## src/rtl/hrf_pkg.sv

```systemverilog
// Shared types, constants and name tables for the HTTP response header framer.
package hrf_pkg;

    // Default widths of the internal counters
    localparam int LENGTH_BITS_DEF       = 32;
    localparam int HEADER_COUNT_BITS_DEF = 16;

    // Result field widths
    localparam int KIND_W   = 2;
    localparam int BODY_W   = 32;
    localparam int HDRLEN_W = 16;

    // Queue between the front and the back
    localparam int QUEUE_DEPTH = 4;
    localparam int QPTR_W      = $clog2(QUEUE_DEPTH);

    // Body framing kinds
    localparam logic [KIND_W-1:0] KIND_UNKNOWN = 2'd0;
    localparam logic [KIND_W-1:0] KIND_CHUNKED = 2'd1;
    localparam logic [KIND_W-1:0] KIND_LENGTH  = 2'd2;

    // Name lengths and the name position limit
    localparam logic [4:0] LEN_NAME_LEN = 5'd14;
    localparam logic [4:0] ENC_NAME_LEN = 5'd17;
    localparam logic [4:0] NAME_POS_MAX = 5'd31;

    // Character codes
    localparam logic [7:0] CH_COLON = 8'h3A;
    localparam logic [7:0] CH_CR    = 8'h0D;
    localparam logic [7:0] CH_LF    = 8'h0A;
    localparam logic [7:0] CH_SPACE = 8'h20;
    localparam logic [7:0] CH_TAB   = 8'h09;
    localparam logic [7:0] CH_ZERO  = 8'h30;
    localparam logic [7:0] CH_NINE  = 8'h39;

    // One classified input beat as it waits in the queue
    typedef struct packed {
        logic [7:0] data;
        logic       sor;
        logic       last;
        logic       is_colon;
        logic       is_cr;
        logic       is_lf;
        logic       is_digit;
        logic       is_blank;
        logic [3:0] digit;
    } t_beat;

    // Character of "Content-Length" at a name position
    function automatic logic [7:0] len_name_char(input logic [4:0] pos);
        logic [7:0] c;
        unique case (pos)
            5'd0:    c = 8'h43; // C
            5'd1:    c = 8'h6F; // o
            5'd2:    c = 8'h6E; // n
            5'd3:    c = 8'h74; // t
            5'd4:    c = 8'h65; // e
            5'd5:    c = 8'h6E; // n
            5'd6:    c = 8'h74; // t
            5'd7:    c = 8'h2D; // -
            5'd8:    c = 8'h4C; // L
            5'd9:    c = 8'h65; // e
            5'd10:   c = 8'h6E; // n
            5'd11:   c = 8'h67; // g
            5'd12:   c = 8'h74; // t
            5'd13:   c = 8'h68; // h
            default: c = 8'h00;
        endcase
        return c;
    endfunction

    // Character of "Transfer-Encoding" at a name position
    function automatic logic [7:0] enc_name_char(input logic [4:0] pos);
        logic [7:0] c;
        unique case (pos)
            5'd0:    c = 8'h54; // T
            5'd1:    c = 8'h72; // r
            5'd2:    c = 8'h61; // a
            5'd3:    c = 8'h6E; // n
            5'd4:    c = 8'h73; // s
            5'd5:    c = 8'h66; // f
            5'd6:    c = 8'h65; // e
            5'd7:    c = 8'h72; // r
            5'd8:    c = 8'h2D; // -
            5'd9:    c = 8'h45; // E
            5'd10:   c = 8'h6E; // n
            5'd11:   c = 8'h63; // c
            5'd12:   c = 8'h6F; // o
            5'd13:   c = 8'h64; // d
            5'd14:   c = 8'h69; // i
            5'd15:   c = 8'h6E; // n
            5'd16:   c = 8'h67; // g
            default: c = 8'h00;
        endcase
        return c;
    endfunction

endpackage

```

## src/rtl/hrf_front.sv

```systemverilog
// Front end: accepts input beats and classifies each byte for the parser.
module hrf_front (
    input  logic          i_valid,
    output logic          o_ready,
    input  logic [7:0]    i_data,
    input  logic          i_sor,
    input  logic          i_last,
    input  logic          i_queue_full,
    output logic          o_push,
    output hrf_pkg::t_beat o_beat
);
    import hrf_pkg::*;

    // A beat is taken whenever the queue has room.
    assign o_ready = !i_queue_full;
    assign o_push  = i_valid && !i_queue_full;

    // Byte classes that the parser needs.
    always_comb begin
        o_beat.data     = i_data;
        o_beat.sor      = i_sor;
        o_beat.last     = i_last;
        o_beat.is_colon = (i_data == CH_COLON);
        o_beat.is_cr    = (i_data == CH_CR);
        o_beat.is_lf    = (i_data == CH_LF);
        o_beat.is_digit = (i_data >= CH_ZERO) && (i_data <= CH_NINE);
        o_beat.is_blank = (i_data == CH_SPACE) || (i_data == CH_TAB);
        o_beat.digit    = i_data[3:0];
    end

endmodule

```

## src/rtl/hrf_queue.sv

```systemverilog
// Short queue of classified beats between the front end and the parser.
module hrf_queue (
    input  logic           i_clk,
    input  logic           i_rst_n,
    input  logic           i_push,
    input  hrf_pkg::t_beat i_beat,
    output logic           o_full,
    output logic           o_valid,
    input  logic           i_pop,
    output hrf_pkg::t_beat o_beat
);
    import hrf_pkg::*;

    t_beat               r_mem [QUEUE_DEPTH];
    logic [QPTR_W-1:0]   r_wr_ptr;
    logic [QPTR_W-1:0]   r_rd_ptr;
    logic [QPTR_W:0]     r_count;

    assign o_full  = (r_count == (QPTR_W+1)'(QUEUE_DEPTH));
    assign o_valid = (r_count != '0);
    assign o_beat  = r_mem[r_rd_ptr];

    // Storage needs no reset.
    always_ff @(posedge i_clk) begin
        if (i_push) begin
            r_mem[r_wr_ptr] <= i_beat;
        end
    end

    // Pointers and fill count.
    always_ff @(posedge i_clk) begin
        if (!i_rst_n) begin
            r_wr_ptr <= '0;
            r_rd_ptr <= '0;
            r_count  <= '0;
        end else begin
            if (i_push) begin
                r_wr_ptr <= r_wr_ptr + 1'b1;
            end
            if (i_pop) begin
                r_rd_ptr <= r_rd_ptr + 1'b1;
            end
            unique case ({i_push, i_pop})
                2'b10:   r_count <= r_count + 1'b1;
                2'b01:   r_count <= r_count - 1'b1;
                default: r_count <= r_count;
            endcase
        end
    end

endmodule

```

## src/rtl/hrf_back.sv

```systemverilog
// Back end: header parser state, length accumulator and the result register.
module hrf_back #(
    parameter int LENGTH_BITS       = hrf_pkg::LENGTH_BITS_DEF,
    parameter int HEADER_COUNT_BITS = hrf_pkg::HEADER_COUNT_BITS_DEF
) (
    input  logic                        i_clk,
    input  logic                        i_rst_n,
    input  logic                        i_valid,
    input  hrf_pkg::t_beat              i_beat,
    output logic                        o_pop,
    output logic                        o_res_valid,
    input  logic                        i_res_ready,
    output logic [hrf_pkg::KIND_W-1:0]  o_kind,
    output logic [hrf_pkg::BODY_W-1:0]  o_body_length,
    output logic [hrf_pkg::HDRLEN_W-1:0] o_header_length,
    output logic                        o_complete,
    output logic                        o_overflow
);
    import hrf_pkg::*;

    // Per-line parse state
    typedef struct packed {
        logic       in_value;
        logic [4:0] pos;
        logic       m_len;
        logic       m_enc;
        logic       has_content;
        logic       prev_cr;
    } t_line;

    localparam t_line LINE_CLEAR = '{in_value: 1'b0, pos: 5'd0, m_len: 1'b1,
                                     m_enc: 1'b1, has_content: 1'b0, prev_cr: 1'b0};

    t_line                        r_line, n_line;
    logic [KIND_W-1:0]            r_kind, n_kind;
    logic [LENGTH_BITS-1:0]       r_acc, n_acc;
    logic                         r_taken, n_taken;
    logic [HEADER_COUNT_BITS-1:0] r_count, n_count;
    logic                         r_done, n_done;
    logic                         r_sat, n_sat;

    logic                         r_res_valid;
    logic [KIND_W-1:0]            r_kind_out;
    logic [BODY_W-1:0]            r_body_out;
    logic [HDRLEN_W-1:0]          r_hdr_out;
    logic                         r_complete_out;
    logic                         r_overflow_out;

    logic                         emit;
    logic                         complete;
    logic [LENGTH_BITS+3:0]       acc_x10;
    logic [LENGTH_BITS+BODY_W-1:0]        body_ext;
    logic [HEADER_COUNT_BITS+HDRLEN_W-1:0] count_ext;

    // A beat leaves the queue when the result register is free or draining.
    assign o_pop = i_valid && (!r_res_valid || i_res_ready);

    // Parse one byte: a start beat clears the state first, a pending CR is
    // applied as a line byte, then the byte itself.
    always_comb begin
        t_line c;
        c        = r_line;
        n_kind   = r_kind;
        n_acc    = r_acc;
        n_taken  = r_taken;
        n_count  = r_count;
        n_done   = r_done;
        n_sat    = r_sat;
        complete = 1'b0;
        emit     = 1'b0;
        acc_x10  = '0;

        if (i_beat.sor) begin
            c       = LINE_CLEAR;
            n_kind  = KIND_UNKNOWN;
            n_acc   = '0;
            n_taken = 1'b0;
            n_count = '0;
            n_done  = 1'b0;
            n_sat   = 1'b0;
        end

        if (!n_done) begin
            // Saturating header byte count.
            if (n_count == {HEADER_COUNT_BITS{1'b1}}) begin
                n_sat = 1'b1;
            end else begin
                n_count = n_count + 1'b1;
            end

            if (c.prev_cr && i_beat.is_lf) begin
                // CR LF ends a line, or the header section if the line is empty.
                if (!c.has_content) begin
                    n_done   = 1'b1;
                    complete = 1'b1;
                end else begin
                    if (c.in_value && c.m_len) begin
                        n_taken = 1'b1;
                    end
                    c = LINE_CLEAR;
                end
            end else begin
                // A lone CR is an ordinary byte that never matches a name
                // character and always ends a number.
                if (c.prev_cr) begin
                    c.prev_cr     = 1'b0;
                    c.has_content = 1'b1;
                    if (!c.in_value) begin
                        c.m_len = 1'b0;
                        c.m_enc = 1'b0;
                        if (c.pos != NAME_POS_MAX) begin
                            c.pos = c.pos + 1'b1;
                        end
                    end else if (c.m_len && !n_taken) begin
                        c.m_len = 1'b0;
                    end
                end

                if (i_beat.is_cr) begin
                    c.prev_cr = 1'b1;
                end else begin
                    c.has_content = 1'b1;
                    if (!c.in_value) begin
                        if (i_beat.is_colon) begin
                            // Name ends: exact full-length match decides the kind.
                            c.in_value = 1'b1;
                            if (c.m_len && c.pos == LEN_NAME_LEN) begin
                                if (n_kind != KIND_CHUNKED) begin
                                    n_kind = KIND_LENGTH;
                                end
                            end else begin
                                c.m_len = 1'b0;
                            end
                            if (c.m_enc && c.pos == ENC_NAME_LEN) begin
                                n_kind = KIND_CHUNKED;
                            end
                            c.m_enc = 1'b0;
                            c.pos   = '0;
                        end else begin
                            if (c.pos >= LEN_NAME_LEN ||
                                len_name_char(c.pos) != i_beat.data) begin
                                c.m_len = 1'b0;
                            end
                            if (c.pos >= ENC_NAME_LEN ||
                                enc_name_char(c.pos) != i_beat.data) begin
                                c.m_enc = 1'b0;
                            end
                            if (c.pos != NAME_POS_MAX) begin
                                c.pos = c.pos + 1'b1;
                            end
                        end
                    end else if (c.m_len && !n_taken) begin
                        if (i_beat.is_digit) begin
                            // Multiply by ten and add, saturating on carry out.
                            c.pos   = 5'd1;
                            acc_x10 = ({4'b0, n_acc} << 3) + ({4'b0, n_acc} << 1)
                                    + (LENGTH_BITS+4)'(i_beat.digit);
                            if (acc_x10[LENGTH_BITS+3:LENGTH_BITS] != 4'b0) begin
                                n_acc = {LENGTH_BITS{1'b1}};
                                n_sat = 1'b1;
                            end else begin
                                n_acc = acc_x10[LENGTH_BITS-1:0];
                            end
                        end else if (i_beat.is_blank && c.pos == 5'd0) begin
                            c.pos = c.pos;
                        end else begin
                            c.m_len = 1'b0;
                        end
                    end
                end
            end

            emit = complete || i_beat.last;
        end
        n_line = c;
    end

    assign body_ext  = {{BODY_W{1'b0}}, n_acc};
    assign count_ext = {{HDRLEN_W{1'b0}}, n_count};

    // Parser state registers.
    always_ff @(posedge i_clk) begin
        if (!i_rst_n) begin
            r_line  <= LINE_CLEAR;
            r_kind  <= KIND_UNKNOWN;
            r_acc   <= '0;
            r_taken <= 1'b0;
            r_count <= '0;
            r_done  <= 1'b0;
            r_sat   <= 1'b0;
        end else if (o_pop) begin
            r_line  <= n_line;
            r_kind  <= n_kind;
            r_acc   <= n_acc;
            r_taken <= n_taken;
            r_count <= n_count;
            r_done  <= n_done;
            r_sat   <= n_sat;
        end
    end

    // Result register valid flag.
    always_ff @(posedge i_clk) begin
        if (!i_rst_n) begin
            r_res_valid <= 1'b0;
        end else if (o_pop && emit) begin
            r_res_valid <= 1'b1;
        end else if (i_res_ready) begin
            r_res_valid <= 1'b0;
        end
    end

    // Result payload.
    always_ff @(posedge i_clk) begin
        if (o_pop && emit) begin
            r_kind_out     <= n_kind;
            r_body_out     <= (n_kind == KIND_LENGTH) ? body_ext[BODY_W-1:0] : '0;
            r_hdr_out      <= count_ext[HDRLEN_W-1:0];
            r_complete_out <= complete;
            r_overflow_out <= n_sat;
        end
    end

    assign o_res_valid     = r_res_valid;
    assign o_kind          = r_kind_out;
    assign o_body_length   = r_body_out;
    assign o_header_length = r_hdr_out;
    assign o_complete      = r_complete_out;
    assign o_overflow      = r_overflow_out;

endmodule

```

## src/rtl/http_response_header_framer_top.sv

```systemverilog
// Top level of the HTTP response header framer.
//
// Channel   Dir  Beat contents
// s_axis    in   tdata = data_byte[7:0]; tuser = start_of_response; tlast = last_in_buffer
// m_axis    out  tdata = body_length[31:0], header_length[47:32];
//                tuser = body_kind[1:0], header_complete[2], count_overflow[3]
//
// One byte is taken per cycle while the beat queue has room. An accepted byte is
// written into the beat queue; the parser takes it from the queue when the result
// register is free or draining, and loads the result register from it.
// The rate is set by the parser loop, which updates the line state and the
// multiply-by-ten length accumulator once per cycle while it can pop a beat.
// A four-beat queue lets input continue while a result waits to be taken.
// Reset is synchronous and active low; it clears the queue, parser and result valid.
module http_response_header_framer_top #(
    parameter int LENGTH_BITS       = hrf_pkg::LENGTH_BITS_DEF,
    parameter int HEADER_COUNT_BITS = hrf_pkg::HEADER_COUNT_BITS_DEF
) (
    input  logic        i_clk,
    input  logic        i_rst_n,
    input  logic        i_s_axis_tvalid,
    output logic        o_s_axis_tready,
    input  logic [7:0]  i_s_axis_tdata,  // [7:0] data_byte
    input  logic        i_s_axis_tuser,  // [0] start_of_response
    input  logic        i_s_axis_tlast,
    output logic        o_m_axis_tvalid,
    input  logic        i_m_axis_tready,
    output logic [47:0] o_m_axis_tdata,  // [31:0] body_length, [47:32] header_length
    output logic [3:0]  o_m_axis_tuser   // [1:0] body_kind, [2] header_complete,
                                         // [3] count_overflow
);
    import hrf_pkg::*;

    t_beat               front_beat;
    t_beat               queue_beat;
    logic                push;
    logic                queue_full;
    logic                queue_valid;
    logic                pop;
    logic [KIND_W-1:0]   kind;
    logic [BODY_W-1:0]   body_length;
    logic [HDRLEN_W-1:0] header_length;
    logic                complete;
    logic                overflow;

    // Byte classification and input handshake.
    hrf_front u_front (
        .i_valid      (i_s_axis_tvalid),
        .o_ready      (o_s_axis_tready),
        .i_data       (i_s_axis_tdata),
        .i_sor        (i_s_axis_tuser),
        .i_last       (i_s_axis_tlast),
        .i_queue_full (queue_full),
        .o_push       (push),
        .o_beat       (front_beat)
    );

    // Beat queue.
    hrf_queue u_queue (
        .i_clk   (i_clk),
        .i_rst_n (i_rst_n),
        .i_push  (push),
        .i_beat  (front_beat),
        .o_full  (queue_full),
        .o_valid (queue_valid),
        .i_pop   (pop),
        .o_beat  (queue_beat)
    );

    // Header parser and result register.
    hrf_back #(
        .LENGTH_BITS       (LENGTH_BITS),
        .HEADER_COUNT_BITS (HEADER_COUNT_BITS)
    ) u_back (
        .i_clk           (i_clk),
        .i_rst_n         (i_rst_n),
        .i_valid         (queue_valid),
        .i_beat          (queue_beat),
        .o_pop           (pop),
        .o_res_valid     (o_m_axis_tvalid),
        .i_res_ready     (i_m_axis_tready),
        .o_kind          (kind),
        .o_body_length   (body_length),
        .o_header_length (header_length),
        .o_complete      (complete),
        .o_overflow      (overflow)
    );

    assign o_m_axis_tdata = {header_length, body_length};
    assign o_m_axis_tuser = {overflow, complete, kind};

endmodule

```

## config.mk

```make
export PLATFORM = sky130hd
export DESIGN_NAME = http_response_header_framer_top
export DESIGN_NICKNAME = d
export VERILOG_FILES = /design/src/rtl/hrf_pkg.sv /design/src/rtl/hrf_front.sv /design/src/rtl/hrf_queue.sv /design/src/rtl/hrf_back.sv /design/src/rtl/http_response_header_framer_top.sv
export SDC_FILE = /design/constraint.sdc
export NUM_CORES = 1
export LEC_CHECK = 0
export CORE_ASPECT_RATIO = 0.5
export CORE_UTILIZATION = 65
export CTS_BUF_LIST = sky130_fd_sc_hd__clkbuf_16
export CTS_CLUSTER_DIAMETER = 30
export CTS_CLUSTER_SIZE = 40
export DETAILED_ROUTE_END_ITERATION = 6
export DONT_BUFFER_PORTS = 1
export PLACE_DENSITY = 0.81
export SYNTH_ARGS = -nofsm -noshare
export SYNTH_HDL_FRONTEND = slang
export SYNTH_HIERARCHICAL = 1
export SYNTH_SLANG_ARGS = --single-unit
```

## constraint.sdc

```tcl
create_clock -name i_clk -period 6.8 [get_ports i_clk]
set_clock_uncertainty 0.15 [all_clocks]
set_input_delay 0.68 -clock i_clk [delete_from_list [all_inputs] [get_ports i_clk]]
set_output_delay 0.68 -clock i_clk [all_outputs]
set_load 0.01 [all_outputs]
```

After elaboration in Yosys (flattened, before gate mapping)
Memory sizes are Yosys's and may differ from the RTL's. A register that Yosys moved wholly into a read port is not among the register bits.
Cells that the tools add are included.
Storage, ports and cells
  bits in writable memories: 76
  output and inout bits: 54
  word-level logic and storage cells: 163
  memories kept: 3
  input port bits: 14
  ROM bits: 336
  register bits: 123
Memories
  (no name shown): depth 32, bits a word 7, read ports 1, clocked after Yosys merged registers in 0, write ports 0, RTL line hrf_pkg.sv:75  | unique case (pos)
  (no name shown): depth 16, bits a word 7, read ports 1, clocked after Yosys merged registers in 0, write ports 0, RTL line hrf_pkg.sv:52  | unique case (pos)
  u_queue.r_mem: depth 4, bits a word 19, read ports 1, clocked after Yosys merged registers in 1, write ports 1, RTL line hrf_queue.sv:14  | t_beat r_mem [QUEUE_DEPTH];
Cells by class
  reduce and logical (&&, ||, !) cells: 24
  $lt $le $gt $ge: 4
  $add $sub $neg: 9
  multiplexer cells: 85
  equal/unequal tests: 17
Operators by type and width (count)
  32-bit two-way mux: 8
  8-bit two-way mux: 11
  16-bit two-way mux: 3
  10-bit two-way mux: 4
  35-bit by 33-bit adder with 36-bit output: 1
  36-bit by 4-bit adder with 36-bit output: 1
  1-bit two-way mux: 36
  9-bit two-way mux: 4
  8-bit by 4-bit == test with 1-bit output (second input constant): 3
  2-bit two-way mux: 11
  5-bit two-way mux: 4
  16-bit by 1-bit adder with 16-bit output (second input constant): 1
  16-bit == test (second input constant): 1
  8-bit by 6-bit == test with 1-bit output (second input constant): 2
  8-bit != test: 2
  6-bit two-way mux: 2
  1-bit logical AND: 11
  5-bit by 1-bit adder with 5-bit output (second input constant): 2
  5-bit != test (second input constant): 2
  8-bit by 6-bit greater-or-equal comparator with 1-bit output (second input constant): 1
  8-bit by 6-bit <= comparator with 1-bit output (second input constant): 1
  7-bit two-way mux: 1
  3-bit case mux with 2 select lines: 1
  5-bit by 4-bit == test with 1-bit output (second input constant): 1
  other kinds (16): 25

Logic depth before layout (Yosys ltp)
Gate-level depths: netlist of the first run.
An unclocked memory read counts as a cell.
  depth in word-level cells: 23
  depth in mapped cells: 24
  mapped depth without buffers: 17

Hierarchy
Netlist of the first run, hierarchy kept.
Modules (own cells, without submodules)
  hrf_back: times used 1, seq. area each 2842.7 µm², area each 9078.7 µm², cells each 1090
  hrf_queue: times used 1, seq. area each 2462.4 µm², area each 3228.1 µm², cells each 141
  hrf_front: times used 1, seq. area each 0.0 µm², area each 216.5 µm², cells each 29
  http_response_header_framer_top: times used 1, seq. area each 0.0 µm², area each 15.0 µm², cells each 2

Worst setup path before layout of the first run
No wires, ideal clock.
  path kind: register -> register
  start: register (tool-made name)
  end: register u_back.r_body_out[14], in the netlist u_back/o_body_length[14], data pin
  data required time: 6387 ps
  cell stages (with the launch flop): 22
  setup slack: 1676 ps
  setup time: 263 ps
  arrival time: 4710 ps
  buffers on the path: 6
  period minus slack after synthesis: 5124 ps
  path through: dfxtp_1 > buf_6 > mux4_1 > buf_2 > buf_2 > clkbuf_1 > nor2b_1 > fa_1 > inv_1 > fa_1 > nand2b_1 > a21oi_1 > o2111ai_1 > a41o_1 > nand3b_1 > a31oi_1 > xnor2_1 > or2_4 > buf_6 > buf_4 > nor3_1 > nor3_4
RTL lines
  to (signal assigned): RTL line hrf_back.sv:217  | r_body_out <= (n_kind == KIND_LENGTH) ? body_ext[BODY_W-1:0] : '0;
  to (decl): RTL line hrf_back.sv:44  | logic [BODY_W-1:0] r_body_out;

==> run metrics, run 1 <==
status=complete, no violations; Crit path max-delay family=simple AND/OR/NAND/NOR gates; met3 Resource Use GR=0.0595; RSZ-0062 raised after global routing=no; critical path's largest stage delay=0.73 ns; IO Port Bufs=0; Hold WC Path Type=primary input to flop; crit path DAT=5.77 ns; CTS tree=done; Layout Cells excl Fill=1507; GRT Util Overall=0.332; chip height=100 um; fin. max-slew vios=0; die width=198 um; maximum clock frequency=181 MHz; dpl hpwl=22500 um; met2 global-route usage=0.532; vias in the first global route=9594; GPL Wtd Cong=0.979; leakage=5.11 nW; crit end category=flop; Yosys top cell area share=0.307; final hold violation count=0; antenna viol nets, final=0; reg-to-reg endpoint=u_back/o_body_length[3]; Critical Path Start Type=flop; Layout fillers=1388; H-tree depth=1; DRC viols=0; #FFs+latches synth=201; initial core utilization=0.672; Mapped Cells=1262; clock-pin slew on the worst setup and hold paths=0.08 ns; postcts setup bufs=0; Tcrit/Tclk final=0.811; MaxCap Viol Count=0; cell taking the most area after synthesis=edfxtp_1; Hold-fix buffers, CTS=0; WHS Endpoint=u_queue/r_mem[1][13]; Core Rows=35; first-pass GRT wire length=50900 um; TritonCTS buffer count=28; pwr/cell area=374 nW/um2; worst-path fanout max=17; Inst Count DP=1455; Routed WL per cell=21.6 um; Tmin final=5.51 ns; core area=18700 um2; CP Cell Sequence=mux4_2 -> buf_4 -> nor2b_1 -> ha_1 -> nand2_1 -> o21ai_0 -> mux2i_1 -> nor2_1 -> inv_1 -> ha_1 -> nand2_1 -> or4_4 -> and3_4 -> o21ai_4 -> a21oi_4 -> buf_4 -> o21ai_0 -> a31oi_1; slew margin rel.=0.232; most common cell after layout, fill and taps aside=edfxtp_1; routed via count=10004; pin count of the biggest net entering global routing=53; TritonRoute pass-1 iters=6; io pins=68; multi-input combinational cell area=6630 um2; register area=5310 um2; Crit path buffers/inverters=3; Clock Latency Late Sink=0.57 ns; sequential area share after synthesis=0.423; Final setup viols=0; Post-synth ARST share=0; worst slew pin tran=1.15 ns; worst path required time=7.06 ns; worst-case reg-to-reg path depth=18; clock sink total=201; commonest non-fill, non-tap cells in the layout=edfxtp_1 (128), nor2_1 (119), a21oi_1 (108), nand2_1 (95); global routing usage on met1=0.459; Worst Hold Launch=i_s_axis_tdata[2]; post-synthesis instance area=12500 um2; Worst VDD drop=325 uV; ANT cells=0; grt peak-use layer=met2; CP max stage cell=mux4_2; final net count=1321; final WL=32500 um; Ys Warns=6; PnR Total Power=0.00505 W; total die area=19900 um2; Total Neg Setup Slack=0 ns; proportion of layout cells with a drive suffix above 1=0.109; Post-CTS Resized=0; total gr overflow=0; Clock Tree Root=clkbuf_16; Post-Syn Nets=1357; initial antenna violation count=0; area delta synth->final=7.60%; post-synth cell types=98; R2R Setup Slk=1.29 ns; Post-synth EDFFs=128; clk buf depth=3; Detailed Route Iter0 Violations=1054; top_reg_cell synth=edfxtp_1; vias per cell=6.64; Synth area leaders=edfxtp_1 (31%), dfxtp_1 (12%), ha_1 (7.8%), a21oi_1 (4.3%), nor2_1 (3.6%); WS Path Type=flop to flop; hold depth=0; Mean Syn Cell Area=9.94 um2
layout make-up:
cell class	count	area share
Clock buffer	28	0.0519
Tap cell	259	0.0240
Clock inverter	24	0.0214
Multi-Input combinational cell	950	0.491
Inverter	29	0.00909
Sequential cell	201	0.393
Timing Repair Buffer	16	0.00890
routing by layer:
layer / wire length (um) / part of all wire
met4: 951 / 0.029
met2: 14900 / 0.46
met3: 2650 / 0.081
met1: 14100 / 0.43
met5: 0 / 0
power breakdown:
group / switching, W / leakage (nW) / internal [W]
Combinational: 0.00121 / 2.84 / 0.000550
Sequential: 0.000198 / 1.79 / 0.00159
Clock: 0.000657 / 0.477 / 0.000845
Total: 0.00207 / 5.11 / 0.00299
kinds of logic after synthesis:
logic type / synth area share
buffers and inverters: 0.0478
muxes: 0.0434
adders and majority gates: 0.0826
xor gates and xnor gates: 0.0384
AOI/OAI and AO/OA: 0.164
and+or+nand+nor: 0.200
DFF: 0.423
flip-flops by register name (all words and copies together), names as in the netlist, 3 cells and up, named ones only:
signal / cells
u_back/o_body_length: 32
u_queue/r_mem: 76
u_back/r_acc: 32
u_back/r_line: 10
u_back/o_header_length: 16
u_queue/r_count: 3
u_back/r_count: 16
synthesized netlist by cell type (all sizes together), types with 4 or more instances:
cell	count
a211oi	7
a21boi	6
a21o	16
a21oi	112
a22oi	8
a311oi	5
a31oi	15
and2	15
and3	17
and4	8
buf	40
clkbuf	42
dfxtp	73
edfxtp	128
ha	78
inv	28
mux2i	6
mux4	19
nand2	96
nand2b	11
nand3	38
nand4	12
nor2	122
nor2b	47
nor3	53
nor3b	4
nor4	10
o211a	4
o211ai	14
o21a	5
o21ai	88
o31ai	7
or2	6
or3	13
or4	4
xnor2	31
xor2	24
stage by stage:
step / hold WS (ns) / utilization / setup WS (ns) / area, um2
floorplan: 0.277 / - / 1.68 / 12500
global placement: 0.283 / 0.670 / 1.57 / 12500
detailed placement: 0.289 / 0.670 / 1.46 / 12500
CTS: 0.0372 / 0.723 / 1.44 / 13500
global route: 0.0310 / 0.723 / 1.00 / 13500
finish: 0.0486 / 0.723 / 1.29 / 13500
worst register-to-register path, cell delays in order, from the launching register on:
cell and delay [ns]:
dfxtp_1 0.37, mux4_2 0.73, buf_4 0.28, nor2b_1 0.16
ha_1 0.32, nand2_1 0.14, o21ai_0 0.40, mux2i_1 0.13
nor2_1 0.70, inv_1 0.24, ha_1 0.31, nand2_1 0.08
or4_4 0.13, and3_4 0.20, o21ai_4 0.06, a21oi_4 0.44
buf_4 0.27, o21ai_0 0.10, a31oi_1 0.15
worst max-delay path by stage:
stage | endpoint | slack (ns) | depth (start not counted)
4_1_cts | u_back/o_body_length[31] | 1.44 | 15
5_1_grt | u_back/o_body_length[3] | 1.00 | 15
2_1_floorplan | u_back/o_body_length[14] | 1.68 | 21
3_3_place_gp | u_back/o_body_length[31] | 1.57 | 15
3_5_place_dp | u_back/o_body_length[31] | 1.46 | 15
6_report | u_back/o_body_length[3] | 1.29 | 18
(Power assumes the default switching activity.)
==> run 2, diff against run 1 <==
Settings changed: CORE_UTILIZATION 65 to 59, PLACE_DENSITY 0.81 to 0.78.
Clock period 6.8 ns to 4.88 ns, I/O delays scaled along.
==> run 2 against run 1 <==
Die area rose by 10%. Cell area rose by 4.9%. Global-route usage is 3.9 points lower. Clock power increased by 39%. Register-to-register slack got worse by 1.1 ns. Critical endpoint is now u_back/o_body_length[15]. Highest routed layer unchanged.
==> run metrics, run 2 (synthesized netlist as in run 1, its figures left out) <==
io pins=68; initial core utilization=0.606; pwr/cell area=507 nW/um2; vias in the first global route=9760; area delta synth->final=12.9%; Tcrit/Tclk final=0.963; Clock Tree Root=clkbuf_16; worst path required time=5.01 ns; GPL Wtd Cong=0.981; Sw Ratio=0.395; Routed WL per cell=20.5 um; commonest non-fill, non-tap cells in the layout=edfxtp_1 (128), nor2_1 (118), a21oi_1 (107), nand2_1 (95), o21ai_0 (79); die width=208 um; DRC viols=0; pin count of the biggest net entering global routing=53; most common cell after layout, fill and taps aside=edfxtp_1; cell internal pwr=0.00435 W; ANT cells=0; switching pwr=0.00283 W; Core Rows=37; first-pass GRT wire length=51300 um; final net count=1384; Tmin final=4.70 ns; chip height=105 um; max reg flops=76; status=complete, no violations; GRT Util Overall=0.293; crit end category=flop; met2 WL=15100 um; dpl hpwl=22100 um; Worst VDD drop=445 uV; Metal-1 WL=14500 um; total die area=21900 um2; clock sink total=201; crit path DAT=4.83 ns; Hold WC Path Type=primary input to flop; worst-path fanout max=22; fin. max-slew vios=0; Biggest register=u_queue/r_mem; Final setup viols=0; PnR Total Power=0.00718 W; slew margin rel.=0.224; final hold violation count=0; antenna viol nets, final=0; Clock Latency Late Sink=0.55 ns; TritonRoute pass-1 iters=5; clk buf depth=3; met3 routed WL=2190 um; core area=20700 um2; sequential share of power=0.345; Critical Path Start Type=flop; vias per cell=6.46; CTS tree=done; MaxCap Viol Count=0; final WL=32500 um; top layer in use=met4; H-tree depth=1; clock power share=0.292; Layout fillers=1572; initial antenna violation count=0; proportion of layout cells with a drive suffix above 1=0.165; WS Path Type=flop to flop; IO Port Bufs=0; Detailed Route Iter0 Violations=1028; Comb power frac=0.363; routed via count=10229; Total Neg Setup Slack=0 ns; total gr overflow=0; maximum clock frequency=213 MHz; TritonCTS buffer count=29; worst slew pin tran=1.16 ns; clock-pin slew on the worst setup and hold paths=0.06 ns; leakage=5.46 nW; Layout Cells excl Fill=1584; Inst Count DP=1504
## run 2: repair_timing
| action | 4_1_cts | 5_1_grt |
|---|---|---|
| pin swaps | 1 | 5 |
| cloned | 0 | 1 |
| resized for setup | 1 | 32 |
| hold buffers | 12 | 1 |
| setup endpoints to repair | 1 | 60 |
| setup buffers | 0 | 13 |
| hold endpoints to repair | 82 | 2 |
## run 2: layer usage
layer | vias up | track usage
met5 | - | 0
li1 | 4722 | -
met4 | 0 | 0.0841
met2 | 430 | 0.481
met3 | 64 | 0.0412
met1 | 5013 | 0.406
## run 2: final timing paths
path                                        start  slack [ns]                       end  cells after the start
worst max register to register               flop        0.18  u_back/o_body_length[15]                     16
worst min-delay path            i_s_axis_tdata[0]        0.09       u_queue/r_mem[0][7]                      2
worst max-delay path                         flop        0.18  u_back/o_body_length[15]                     16
worst min register to register   u_back/r_acc[12]        0.30          u_back/r_acc[12]                      2
## run 2: cell type report
class / instances / area [um2] / share of cell area
multi-input combinational: 951 / 6790 / 0.480
sequential: 201 / 5310 / 0.375
clock buffer: 29 / 726 / 0.0513
timing repair buffer: 77 / 627 / 0.0443
tap: 273 / 342 / 0.0241
clock inverter: 24 / 243 / 0.0172
inverter: 29 / 123 / 0.00866
## run 2: power groups by stage
stage                     Sequential, W  Combinational, W  Clock [W]
after floorplan                 0.00241           0.00186          0
after global placement          0.00250           0.00243          0
after detailed placement        0.00251           0.00249          0
after CTS                       0.00248           0.00252    0.00212
after global routing            0.00251           0.00281    0.00219
final                           0.00248           0.00261    0.00209
## run 2: critical path, stage by stage (launching register included)
cell and delay [ns]:
dfxtp_1 0.35, mux4_2 0.56, buf_6 0.21, nor2b_1 0.30, ha_1 0.31, ha_1 0.37
o211ai_1 0.17, a21oi_4 0.20, o2111ai_2 0.17, a41o_1 0.25, nand3b_1 0.13, a31oi_1 0.12
xnor2_1 0.19, buf_4 0.18, or3_1 0.43, o211ai_1 0.26, a21oi_2 0.09
## run 2: per-stage QoR
| stage | util | hold WS, ns | setup slack (ns) | cell area [um2] |
|---|---|---|---|---|
| 5_1_grt | 0.684 | 0.104 | -0.00689 | 14200 |
| 3_3_place_gp | 0.620 | 0.284 | 0.0356 | 12800 |
| 3_5_place_dp | 0.620 | 0.291 | 0.0130 | 12800 |
| 4_1_cts | 0.672 | 0.0111 | 0.000865 | 13900 |
| 6_report | 0.684 | 0.0944 | 0.180 | 14200 |
| 2_1_floorplan | - | 0.277 | 0.00812 | 12600 |
==> run 3, diff against run 2 <==
Settings changed: PLACE_DENSITY 0.78 to 0.81.
==> run 3 against run 2 <==
Sequential power is essentially flat. Worst hold slack worse by 0.059 ns. Critical endpoint is now u_back/o_body_length[30]. Non-clock buffer count up 18. Cell area is 0.64% higher. Via count up 0.40%. Combinational power up 2%. Highest routed layer unchanged. Wire length grew 1.6%. Sequential cell count unchanged. Global-route usage up 1.0 points. Largest cell class unchanged. Clock power fell by 4%. Critical path type unchanged. First-iteration DRC count is 2.8% lower. Core utilization is 0.44 points higher.
==> run metrics, run 3 (synthesized netlist as in run 1, its figures left out) <==
status=complete, no violations; most common cell after layout, fill and taps aside=edfxtp_1; Hold Worst Slack=0.0356 ns; final WL=33000 um; Sw Ratio=0.404; Biggest register=u_queue/r_mem; final worst setup slack=0.126 ns; Worst VDD drop=296 uV; fin. max-slew vios=0; TritonCTS buffer count=26; maximum clock frequency=210 MHz; die width=208 um; Tmin final=4.75 ns; Critical Path Start Type=flop; clock-pin slew on the worst setup and hold paths=0.07 ns; io pins=68; area delta synth->final=13.6%; worst-path fanout max=19; Layout Cells excl Fill=1598; Final setup viols=0; vias in the first global route=10032; crit end category=flop; total die area=21900 um2; pin count of the biggest net entering global routing=55; crit path DAT=4.89 ns; RSZ-0062 raised after global routing=yes; clock power share=0.280; clock sink total=201; routed via count=10270; CTS tree=done; Clock Tree Root=clkbuf_16; dpl hpwl=22700 um; sequential share of power=0.347; pre-CTS WS=0.0647 ns; vias per cell=6.43; WS Path Type=flop to flop; Inst Count DP=1525; Detailed Route Iter0 Violations=999; Final Util=0.688; GRT Util Overall=0.303; switching pwr=0.00288 W; leakage=5.52 nW; H-tree depth=1; slew margin rel.=0.245; proportion of layout cells with a drive suffix above 1=0.172; initial antenna violation count=2; Core Rows=37; Clock Latency Late Sink=0.55 ns; core area=20700 um2; total gr overflow=0; GPL Wtd Cong=0.983; Tcrit/Tclk final=0.974; antenna viol nets, final=0; final hold violation count=0; cell internal pwr=0.00425 W; TritonRoute pass-1 iters=5; pwr/cell area=501 nW/um2; Hold WC Path Type=primary input to flop; final net count=1399; max reg flops=76; first-pass GRT wire length=52800 um; worst path required time=5.02 ns; DRC viols=0; Routed WL per cell=20.7 um; initial core utilization=0.606; chip height=105 um; Comb power frac=0.374; clk buf depth=3; Total Neg Setup Slack=0 ns; worst slew pin tran=1.13 ns; commonest non-fill, non-tap cells in the layout=edfxtp_1 (128), nor2_1 (118), a21oi_1 (105), nand2_1 (95), buf_4 (80); MaxCap Viol Count=0; IO Port Bufs=0
[run 3: layout make-up]
type | count | area, um2
Inverter | 29 | 123
Multi-Input combinational cell | 951 | 6750
Sequential cell | 201 | 5310
Timing Repair Buffer | 95 | 791
Fill cell | 1549 | 6450
Clock inverter | 22 | 277
Antenna cell | 1 | 2.50
Tap cell | 273 | 342
Clock buffer | 26 | 651
[run 3: what timing repair did]
| item | CTS | global route |
|---|---|---|
| setup buffers | 5 | 7 |
| gates cloned | 0 | 1 |
| endpoints found under the setup margin | 1 | 62 |
| hold buffers | 11 | 0 |
| resized for setup | 0 | 23 |
| pin swaps | 0 | 2 |
| endpoints found under the hold margin | 83 | 0 |
[run 3: layer usage]
| metal | GRT usage | share of wire |
|---|---|---|
| met3 | 0.0580 | 0.079 |
| met4 | 0.0878 | 0.026 |
| met5 | 0 | 0 |
| met2 | 0.497 | 0.47 |
| met1 | 0.410 | 0.43 |
[run 3: metrics by stage]
step / instance area [um2] / total power, W
after floorplan: 12600 / 0.00428
after global placement: 13000 / 0.00497
after detailed placement: 13000 / 0.00504
after CTS: 14100 / 0.00709
after global routing: 14200 / 0.00747
final: 14200 / 0.00714
[run 3: path summary, 6_finish.rpt]
path | start | end | slack (ns) | cells past startpoint
setup / recovery | flop | u_back/o_body_length[30] | 0.13 | 16
hold / removal | i_m_axis_tready | u_back/o_res_valid | 0.04 | 2
setup reg to reg | flop | u_back/o_body_length[30] | 0.13 | 16
hold reg to reg | u_back/r_acc[14] | u_back/r_acc[14] | 0.30 | 2
[run 3: power by group through the flow]
stage	Clock [W]	Sequential [W]	Combinational, W
after global routing	0.00209	0.00250	0.00288
after detailed placement	0	0.00251	0.00254
after global placement	0	0.00249	0.00248
after CTS	0.00202	0.00248	0.00259
after floorplan	0	0.00241	0.00186
final	0.00200	0.00247	0.00267
[run 3: critical path, stage by stage, from the launching register on]
cell and delay, ns:
dfxtp_1 0.36, mux4_2 0.59, buf_12 0.20, nor2b_1 0.35, ha_1 0.31, ha_1 0.34
and4_1 0.25, nand3_1 0.12, a21oi_2 0.18, o211ai_1 0.15, o211ai_2 0.23, and3_4 0.23
o31ai_4 0.09, or2_2 0.36, buf_4 0.17, nor4_4 0.34, nor3_4 0.05
